File: config.mk
export PLATFORM = sky130hd
export DESIGN_NAME = amo_ctrl
export DESIGN_NICKNAME = d
export VERILOG_FILES = /design/src/hdl/amo_pkg.sv /design/src/hdl/amo_ctrl.sv
export SDC_FILE = /design/constraint.sdc
export NUM_CORES = 1
export LEC_CHECK = 0
export BUFFER_PORTS_ARGS = -buffer_cell sky130_fd_sc_hd__buf_2
export CORE_AREA = 2 2 39 41
export DETAILED_ROUTE_END_ITERATION = 8
export DIE_AREA = 0 0 41 43
export GPL_ROUTABILITY_DRIVEN = 0
export GPL_TIMING_DRIVEN = 0
export PLACE_DENSITY = 0.32
export SYNTH_ARGS = -nofsm -noshare
export SYNTH_HDL_FRONTEND = slang
export SYNTH_SLANG_ARGS = --single-unit
File: constraint.sdc
create_clock -name clk -period 2.1 [get_ports clk]
set_input_delay 0.105 -clock clk [delete_from_list [all_inputs] [get_ports clk]]
set_output_delay 0.105 -clock clk [all_outputs]
set_load 0.02 [all_outputs]
File: src/hdl/amo_pkg.sv
package amo_pkg;

  // Field widths fixed by the request format.
  localparam int unsigned OP_W   = 4;
  localparam int unsigned SLOT_W = 10;
  localparam int unsigned SIZE_W = 2;
  localparam int unsigned DATA_W = 64;

  // Operation codes.
  localparam logic [OP_W-1:0] OP_LOAD  = 4'd0;
  localparam logic [OP_W-1:0] OP_STORE = 4'd1;
  localparam logic [OP_W-1:0] OP_CAS   = 4'd2;
  localparam logic [OP_W-1:0] OP_ADD   = 4'd3;
  localparam logic [OP_W-1:0] OP_SUB   = 4'd4;
  localparam logic [OP_W-1:0] OP_AND   = 4'd5;
  localparam logic [OP_W-1:0] OP_OR    = 4'd6;
  localparam logic [OP_W-1:0] OP_XOR   = 4'd7;
  localparam logic [OP_W-1:0] OP_XCHG  = 4'd8;
  localparam logic [OP_W-1:0] OP_MAX   = 4'd9;
  localparam logic [OP_W-1:0] OP_MIN   = 4'd10;
  localparam logic [OP_W-1:0] OP_UMAX  = 4'd11;
  localparam logic [OP_W-1:0] OP_UMIN  = 4'd12;

  // Access size codes.
  localparam logic [SIZE_W-1:0] SIZE_8  = 2'd0;
  localparam logic [SIZE_W-1:0] SIZE_16 = 2'd1;
  localparam logic [SIZE_W-1:0] SIZE_32 = 2'd2;
  localparam logic [SIZE_W-1:0] SIZE_64 = 2'd3;

  // Commands from the controller to the datapath.
  typedef struct packed {
    logic clear;  // write zero at the clear counter and advance it
    logic issue;  // capture the request and read its memory word
    logic exec;   // compute, write back and load the result register
  } amo_cmd_t;

  // Status from the datapath to the controller.
  typedef struct packed {
    logic clr_last;  // clear counter points at the last word
    logic out_hold;  // result register is full and stalled
  } amo_sts_t;

endpackage

File: src/hdl/amo_ctrl.sv
module amo_ctrl (
  input  logic              clk,
  input  logic              rst,
  input  logic              in_valid,
  output logic              in_stall,
  input  amo_pkg::amo_sts_t sts,
  output amo_pkg::amo_cmd_t cmd
);

  typedef enum logic [2:0] {
    ST_CLEAR = 3'b001,
    ST_IDLE  = 3'b010,
    ST_EXEC  = 3'b100
  } state_t;

  state_t state;
  state_t state_next;

  // State register; reset starts the memory clear pass.
  always_ff @(posedge clk) begin
    if (rst) begin
      state <= ST_CLEAR;
    end else begin
      state <= state_next;
    end
  end

  // Next state and command decode.
  always_comb begin
    state_next = state;
    cmd        = '0;
    case (state)
      ST_CLEAR: begin
        cmd.clear = 1'b1;
        if (sts.clr_last) begin
          state_next = ST_IDLE;
        end
      end
      ST_IDLE: begin
        if (in_valid) begin
          cmd.issue  = 1'b1;
          state_next = ST_EXEC;
        end
      end
      ST_EXEC: begin
        if (!sts.out_hold) begin
          cmd.exec   = 1'b1;
          state_next = ST_IDLE;
        end
      end
      default: begin
        state_next = ST_CLEAR;
      end
    endcase
  end

  // Requests are taken only while idle.
  assign in_stall = (state != ST_IDLE);

endmodule

Yosys cells after proc, flatten, opt, wreduce, memory -nomap -nowiden
Cells that the tools add are included.
{"block": "word_totals", "wordCells": 18, "ff_bits": 3, "inputBits": 5, "output_inout_bits": 4}
{"block": "op_classes", "mux": 9, "eq_ne": 7, "n_reduce_logical": 1}
{"cell": "$mux W3", "n": 3}
{"cell": "$pmux W3 S3", "n": 1}
{"cell": "$ne A2 B2 Y1 const B", "n": 3}
{"cell": "$mux W1", "n": 5}
{"cell": "$eq A3 B1 Y1 const B", "n": 1}
{"cell": "$eq A3 B2 Y1 const B", "n": 1}
{"cell": "$eq A3 B3 Y1 const B", "n": 1}
{"cell": "$ne A3 B2 Y1 const B", "n": 1}
{"cell": "$reduce_and A3 Y1", "n": 1}

Depth between registers and ports, before layout
Gate-level depths: netlist (run 1).
{"block": "logic_depth", "depth_word": 3, "mapped_depth": 3}

Worst setup path before layout (run 1)
No wires, ideal clock.
{"block": "synth_timing", "path_kind": "register -> register", "start": "reg state[1]", "end": "reg state[1]", "setup_ns": 0.061, "synth_period_minus_slack_ns": 1.260, "stages_incl_launch_ff": 4, "arrival_time_ns": 1.199, "n_path_buf": 0, "path_slack_ns": 0.840, "cell_sequence": "dfxtp_1 > nand2b_1 > nor3_1 > o31a_1"}
{"block": "synth_via", "elab_chain_len": 3, "word_cells_on_any_way": 8, "cone_classes": "eq/ne (6); mux (1); reduce/logical (1)"}
{"item": "start: declaration", "line": "amo_ctrl.sv:16", "rtl": "state_t state;"}
{"item": "start signal: assignment", "line": "amo_ctrl.sv:24", "rtl": "state <= state_next;"}
{"item": "$eq A3 B1 Y1, or another cell as far along", "line": "amo_ctrl.sv:32", "rtl": "case (state)"}
{"item": "$ne A2 B2 Y1 (no source line)"}
{"item": "$reduce_and A3 Y1 (no source line)"}
Parallel ways exist; a longest one is shown, timed or not.
A chain may end at the register's enable or synchronous reset.

==> flow_summary.json, run 1 <==
{
  "fin_tns_setup_ns": 0,
  "timing.final.crit_share_pct": 65.5,
  "skew_ns": 0.00348,
  "final-max-slew-violation-count": 0,
  "die_width_um": 41,
  "global_route.usage.total_pct": 6.41,
  "multi_input_comb_area_um2": 83.8,
  "tritoncts": "done",
  "cts.hold.buffers_added": 0,
  "detail-route-antenna-nets": 0,
  "tritoncts.num_buffers": 3,
  "dp.final_hpwl_um": 327,
  "detail_route.wl_per_cell_um": 8.51,
  "worst_path_largest_cell_delay_ns": 0.31,
  "crit_start": "state[2]",
  "die_h_um": 43,
  "place_inst": 43,
  "synth_area_um2": 155,
  "regMostFlops": "state",
  "finish.cell_count_without_fillers": 47,
  "post_cts.resized_instances": 0,
  "startpoint_type_of_the_worst_setup_path": "flop",
  "maximum_number_of_pins_on_one_net_before_global_route_repair": 7,
  "final-seq-area_um2": 60.1,
  "relSlewSlack_pct": 82.3,
  "final.fill_count": 158,
  "reg2reg_setup_slack_ns": 1.04,
  "timing.final.hold_violations": 0,
  "grt.overflow.total": 0,
  "ff2ff_path_depth": 3,
  "achievable-frequency_mhz": 727,
  "worstPathCellList": "nand2b_1 -> or2_2 -> nor2_1 -> buf_2",
  "synthDistinctLibCells": 13,
  "power.share.combinational_pct": 12.8,
  "detail_route.drc_violations": 0,
  "slowest_stage": "dfxtp_1",
  "drt_first_pass_iters": 3,
  "cts-root-to-sink-buffers": 2,
  "r2r-start": "state[0]",
  "antenna_violations_before_repair": 0,
  "design.core.area_um2": 1380,
  "cts.reportedPaths.clkPinSlew_ns": 0.03,
  "unrepaired_setup_endpoints_after_global_routing": "false",
  "post-cts-setup-buffers": 0,
  "detailroute.via_count": 162,
  "required_ns": 2.00,
  "clock_sinks": 3,
  "p_switching_mw": 0.0451,
  "synth_warnings": 0,
  "largest_registers_in_the_final_layout": "state (3)",
  "root_buffer": "clkbuf_4",
  "rows": 14,
  "sequentialPowerShare_pct": 33.9,
  "detail_route.vias_per_cell": 3.45,
  "critPathArrivalTime_ns": 1.27,
  "clock_latency_ns": 0.23,
  "timing.rr.end": "state[1]",
  "switching_share_pct": 24.0,
  "n_antenna_cell": 0,
  "critical_path.endpoint_type": "output port",
  "finalWorstPathRequiredPeriod_ns": 1.38,
  "setup.worst_path.class": "reg2out",
  "min_path_type": "in2reg",
  "detailedRoute.firstIterationViolations": 4,
  "synth_fp_nets": 24,
  "synth-seq-area-share_pct": 38.7,
  "power_share_of_the_clock_group_pct": 53.2,
  "area_growth_pct": 55.6,
  "yosys_register_bits": 3,
  "post_synth_inst_count": 19,
  "finish.net_count": 37,
  "start_util_pct": 11.2,
  "grt_pass1_vias": 161,
  "path_max_fanout": 4,
  "global_route_wire_length_before_repair_um": 648,
  "port_buffers": 8,
  "max-vdd-ir-drop_v": 0.000238,
  "cell_internal_pwr_mw": 0.143,
  "floorplan.die_area_um2": 1760,
  "power_density_nw_per_um2": 778,
  "outcome": "completed",
  "static_leak_nw": 0.108,
  "post_route_cells_drive_above_1_share_pct": 41.9,
  "post_synth.cell_area_avg_um2": 8.17,
  "ios": 9,
  "worst-slew-pin-transition_ns": 0.263,
  "largest_register_ff_count": 3,
  "final_setup_violation_count": 0,
  "max-cap-violations": 0,
  "worstSetupEndpoint": "cmd[1]",
  "wl_um": 400,
  "cts_htree_levels": 1
}
how the worst min path moves through the flow:
stage,start,endpoint,cells past startpoint
2_1_floorplan,rst,state[2],1
3_3_place_gp,rst,state[2],2
3_5_place_dp,rst,state[2],2
4_1_cts,rst,state[2],2
5_1_grt,rst,state[2],2
6_report,rst,state[2],2
synth_stat cells:
| cell type | number | share of area (%) |
|---|---|---|
| o22ai_1 | 1 | 4.0 |
| nor3b_2 | 1 | 8.1 |
| nor3_1 | 2 | 6.5 |
| inv_1 | 3 | 7.3 |
| or2_2 | 1 | 4.0 |
| nand2b_1 | 2 | 8.1 |
| o21ai_0 | 1 | 3.2 |
| dfxtp_1 | 3 | 39 |
| o31a_1 | 1 | 5.6 |
| and2_1 | 1 | 4.0 |
| a21oi_1 | 1 | 3.2 |
| nor2_1 | 1 | 2.4 |
| nor3b_1 | 1 | 4.8 |
layer usage:
| layer | track usage (%) | vias up | part of all wire, % |
|---|---|---|---|
| met4 | 8.00 | 0 | 0 |
| met2 | 6.25 | 9 | 34 |
| met5 | 0 | - | 0 |
| met3 | 5.24 | 0 | 16 |
| li1 | - | 87 | - |
| met1 | 7.03 | 66 | 51 |
through the flow:
stage	worst slack, ns	utilization, %	area [um^2]	hold WS (ns)	total power [mW]
2_1_floorplan	0.840	-	155	0.181	0.0787
3_3_place_gp	0.964	15.6	215	0.301	0.0890
3_5_place_dp	0.964	15.6	215	0.305	0.0888
4_1_cts	0.710	17.5	241	0.0584	0.195
5_1_grt	0.654	17.5	241	0.0577	0.207
6_report	0.724	17.5	241	0.0726	0.188
layout by cell type, fill, tap and decap left out, types with 2 or more instances in the layout:
cell type	n
buf_2	8
dfxtp_1	3
nor3_1	2
nand2b_1	2
inv_1	3
clkbuf_4	3
final cells by class:
class | count | area share [%]
Timing Repair Buffer | 8 | 16.6
Tap cell | 16 | 8.29
Sequential cell | 3 | 24.9
Multi-Input combinational cell | 13 | 34.7
Clock buffer | 4 | 10.9
Inverter | 3 | 4.66
worst max-delay path, delay by kind of cell, from the launching register on:
family        cells  cell delay (ns)
flops             1             0.31
simple gates      3             0.57
buf+inv           1             0.16
power groups by stage:
stage / Sequential (mW) / Combinational [mW] / Clock [mW]
floorplan: 0.0637 / 0.0150 / 0
global placement: 0.0645 / 0.0244 / 0
finish: 0.0637 / 0.0241 / 0.0999
detailed placement: 0.0645 / 0.0243 / 0
global route: 0.0641 / 0.0265 / 0.117
CTS: 0.0636 / 0.0244 / 0.107
cells by family after synthesis:
logic type | synth area share, %
buffers and inverters | 7.26
flip-flops | 38.7
AND/OR/NAND/NOR | 37.9
AO/OA/AOI/OAI | 16.1
Power figures use the tool's default switching activity.
==> run 2: changes to the inputs <==
--- a/config.mk
+++ b/config.mk
@@ -11,7 +11,7 @@
 export DIE_AREA = 0 0 41 43
 export GPL_ROUTABILITY_DRIVEN = 0
 export GPL_TIMING_DRIVEN = 0
-export PLACE_DENSITY = 0.32
+export PLACE_DENSITY = 0.33
 export SYNTH_ARGS = -nofsm -noshare
 export SYNTH_HDL_FRONTEND = slang
 export SYNTH_SLANG_ARGS = --single-unit
==> constraint.sdc (replaced) <==
create_clock -name clk -period 1.25 [get_ports clk]
set_input_delay 0.0625 -clock clk [delete_from_list [all_inputs] [get_ports clk]]
set_output_delay 0.0625 -clock clk [all_outputs]
set_load 0.02 [all_outputs]
==> flow_summary.json, run 2 (same netlist as run 1, synthesis figures left out) <==
{
  "path_max_fanout": 3,
  "global_route_wire_length_before_repair_um": 593,
  "design_area_um2": 279,
  "max-cap-violations": 0,
  "die_width_um": 41,
  "max-vdd-ir-drop_v": 0.000269,
  "finish.net_count": 39,
  "min_path_type": "in2reg",
  "n_antenna_cell": 0,
  "floorplan.die_area_um2": 1760,
  "grt_pass1_vias": 177,
  "worst_path_largest_cell_delay_ns": 0.32,
  "fin_tns_setup_ns": 0,
  "setup.worst_path.class": "reg2out",
  "cts_htree_levels": 1,
  "detail_route.vias_per_cell": 3.67,
  "regMostFlops": "state",
  "finalWorstPathRequiredPeriod_ns": 1.20,
  "power_density_nw_per_um2": 1170,
  "required_ns": 1.19,
  "route.layer.met1.wl_um": 161,
  "setup_slack_ns": 0.0488,
  "detail-route-antenna-nets": 0,
  "startpoint_type_of_the_worst_setup_path": "flop",
  "drt_first_pass_iters": 1,
  "outcome": "completed",
  "die_h_um": 43,
  "detail_route.wl_per_cell_um": 8.41,
  "timing.final.hold_violations": 0,
  "area_growth_pct": 79.8,
  "start_util_pct": 11.2,
  "clock_sinks": 3,
  "skew_ns": 0.000223,
  "largest_register_ff_count": 3,
  "postLayoutCoreUtil_pct": 20.2,
  "critPathArrivalTime_ns": 1.14,
  "place_area_um2": 220,
  "timing.final.crit_share_pct": 96.1,
  "place_inst": 43,
  "global_route.usage.total_pct": 5.51,
  "detail_route.drc_violations": 0,
  "layout_commonest_cell": "buf_2",
  "slowest_stage": "dfxtp_2",
  "place_worst_setup_slack_ns": 0.164,
  "post_route_cells_drive_above_1_share_pct": 54.5,
  "maximum_number_of_pins_on_one_net_before_global_route_repair": 7,
  "rows": 14,
  "cts.reportedPaths.clkPinSlew_ns": 0.04,
  "clock_latency_ns": 0.23,
  "final.fill_count": 159,
  "multi_input_comb_area_um2": 98.8,
  "hold_ws_ns": 0.197,
  "detailroute.via_count": 180,
  "worstPathCellList": "nand2b_4 -> or2_4 -> nor2_1 -> buf_4",
  "largest_registers_in_the_final_layout": "state (3)",
  "grt.overflow.total": 0,
  "final_setup_violation_count": 0,
  "unrepaired_setup_endpoints_after_global_routing": "false",
  "final-seq-area_um2": 62.6,
  "relSlewSlack_pct": 87.2,
  "tritoncts": "done",
  "critical_path.top_delay_family": "simple AND/OR/NAND/NOR gates",
  "totalPowerFinal_mw": 0.325,
  "met3_wirelength_um": 61,
  "static_leak_nw": 0.120,
  "timing.critical_path.buf_inv": 1,
  "detailroute.wirelength.met2_um": 189,
  "antenna_violations_before_repair": 0,
  "ios": 9,
  "tritoncts.num_buffers": 3,
  "critical_path.endpoint_type": "output port",
  "design.core.area_um2": 1380,
  "wl_um": 412,
  "achievable-frequency_mhz": 832,
  "top_signal_layer_used": "met3",
  "root_buffer": "clkbuf_4",
  "cts-root-to-sink-buffers": 2,
  "worst-slew-pin-transition_ns": 0.191,
  "detailedRoute.firstIterationViolations": 0,
  "port_buffers": 8,
  "finish.cell_count_without_fillers": 49,
  "final_cell_mix": "7 x buf_2, 3 x inv_1, 3 x clkbuf_4",
  "final-max-slew-violation-count": 0
}
run 2: tightest hold or removal path: stages:
cell and delay, ns:
buf_2 0.07, and2_1 0.13, o31a_1 0.13
run 2: final timing paths:
| path | start | end | slack (ns) | depth (start not counted) |
|---|---|---|---|---|
| setup / recovery | state[2] | cmd[1] | 0.05 | 4 |
| setup reg to reg | state[0] | state[1] | 0.18 | 3 |
| hold reg to reg | state[0] | state[2] | 0.53 | 1 |
| hold / removal | sts[1] | state[1] | 0.20 | 3 |
run 2: power by group:
group / internal [mW] / switching (mW)
Clock: 0.119 / 0.0478
Combinational: 0.0258 / 0.0230
Sequential: 0.102 / 0.00698
Total: 0.247 / 0.0778
run 2: final cells by class:
cell class / count / area share (%)
repair buffers: 10 / 21.5
clock buffers: 4 / 9.42
well taps: 16 / 7.17
flip-flops and latches: 3 / 22.4
inverters: 3 / 4.04
multi-input cells: 13 / 35.4
run 2: timing repair:
action,4_1_cts,5_1_grt
endpoints found under the hold margin,1,0
setup endpoints to repair,2,1
hold buffers,1,0
pin swaps,1,1
setup buffers,0,1
resized for setup,5,0
run 2: metal layers:
metal	GRT usage, %	up-vias
li1	-	92
met5	0	-
met1	4.78	79
met2	7.81	9
met4	6.00	0
met3	3.14	0
==> run 3: changes to the inputs <==
==> constraint.sdc (replaced) <==
create_clock -name clk -period 1.25 [get_ports clk]
set_input_delay 0.25 -clock clk [delete_from_list [all_inputs] [get_ports clk]]
set_output_delay 0.25 -clock clk [all_outputs]
set_load 0.02 [all_outputs]
==> flow_summary.json, run 3 (same netlist as run 1, synthesis figures left out) <==
{
  "setup_slack_ns": -0.115,
  "outcome": "finished with violations",
  "startpoint_type_of_the_worst_setup_path": "flop",
  "postLayoutCoreUtil_pct": 21.7,
  "regMostFlops": "state",
  "detailedRoute.firstIterationViolations": 0,
  "worst-slew-pin-transition_ns": 0.200,
  "min_path_type": "in2reg",
  "critical_path.endpoint_type": "output port",
  "global_route.usage.total_pct": 6.02,
  "final_cell_mix": "4 x buf_2, 4 x buf_4, 3 x inv_1, 3 x clkbuf_4, 3 x dfxtp_2",
  "finalWorstPathRequiredPeriod_ns": 1.36,
  "tritoncts": "done",
  "worstSetupEndpoint": "cmd[1]",
  "global_route_wire_length_before_repair_um": 627,
  "design.core.area_um2": 1380,
  "cts-root-to-sink-buffers": 2,
  "floorplan.die_area_um2": 1760,
  "achievable-frequency_mhz": 733,
  "timing.rr.end": "state[1]",
  "rows": 14,
  "area_growth_pct": 93.5,
  "critPathArrivalTime_ns": 1.11,
  "reg2reg_setup_slack_ns": 0.20,
  "ios": 9,
  "wl_um": 403,
  "start_util_pct": 11.2,
  "post_route_cells_drive_above_1_share_pct": 63.6,
  "antenna_violations_before_repair": 0,
  "timing.final.crit_share_pct": 109,
  "final_setup_violation_count": 4,
  "cts.reportedPaths.clkPinSlew_ns": 0.04,
  "unrepaired_setup_endpoints_after_global_routing": "true",
  "maximum_number_of_pins_on_one_net_before_global_route_repair": 7,
  "crit_start": "state[2]",
  "die_h_um": 43,
  "n_antenna_cell": 0,
  "r2r-start": "state[0]",
  "final-max-slew-violation-count": 0,
  "clock_sinks": 3,
  "detail_route.wl_per_cell_um": 8.22,
  "largest_registers_in_the_final_layout": "state (3)",
  "dp.final_hpwl_um": 309,
  "detailroute.via_count": 173,
  "path_max_fanout": 3,
  "ff2ff_path_depth": 3,
  "required_ns": 1.00,
  "failed_checks": "setup timing",
  "relSlewSlack_pct": 86.6,
  "setup.worst_path.class": "reg2out",
  "grt.overflow.total": 0,
  "drt_first_pass_iters": 1,
  "max-cap-violations": 0,
  "detail_route.drc_violations": 0,
  "detail-route-antenna-nets": 0,
  "largest_register_ff_count": 3,
  "cts_htree_levels": 1,
  "max-vdd-ir-drop_v": 0.000279,
  "detail_route.vias_per_cell": 3.53,
  "finish.net_count": 39,
  "tritoncts.num_buffers": 3,
  "die_width_um": 41,
  "power_density_nw_per_um2": 1110,
  "clock_latency_ns": 0.23,
  "place_inst": 43,
  "skew_ns": 0.000982,
  "grt_pass1_vias": 159,
  "timing.final.hold_violations": 0,
  "port_buffers": 8,
  "static_leak_nw": 0.127,
  "finish.cell_count_without_fillers": 49,
  "root_buffer": "clkbuf_4"
}
## run 3: worst max-delay path, stage by stage, from the launching register on
cell and delay [ns]:
dfxtp_2 0.32, nand2b_4 0.13, or2_4 0.24, nor2_4 0.08, buf_6 0.11
## run 3: area by class of cell
type,instances,area [um^2]
clock buffers,4,26.3
fillers,143,1080
inverters,3,11.3
multi-input cells,13,106
flip-flops and latches,3,63.8
well taps,16,20.0
repair buffers,10,72.6
## run 3: repair_timing
item / CTS / global route
pin swaps: 1 / 0
hold buffers: 0 / 0
setup buffers: 2 / 0
setup endpoints to repair: 4 / 4
gates resized for setup: 11 / 0
## run 3: worst min path at each step
stage,startpoint,endpoint,slack [ns],cells after the start
finish,rst,state[2],0.20,2
global placement,rst,state[2],0.44,2
detailed placement,rst,state[2],0.44,2
global route,rst,state[2],0.19,2
CTS,rst,state[2],0.19,2
floorplan,rst,state[2],0.33,1
## run 3: power breakdown
part           internal, mW  switching, mW  total, mW
logic                0.0282         0.0239     0.0521
registers             0.103        0.00717      0.110
clock network         0.120         0.0526      0.172
## run 3: routing by layer
layer	wire length (um)	vias up	track usage [%]
li1	-	93	-
met1	191	69	8.36
met2	153	11	5.00
met3	59	0	4.71
met4	0	0	6.00
met5	0	-	0
## run 3: stage by stage
step / hold slack [ns] / total power, mW / instance area, um^2 / TNS, ns / setup WS, ns
floorplan: 0.326 / 0.134 / 168 / 0 / 0.00408
global placement: 0.444 / 0.150 / 228 / -0.0381 / -0.0381
detailed placement: 0.442 / 0.150 / 228 / -0.0506 / -0.0506
CTS: 0.187 / 0.346 / 300 / -0.334 / -0.133
global route: 0.194 / 0.359 / 300 / -0.441 / -0.162
finish: 0.195 / 0.334 / 300 / -0.256 / -0.115
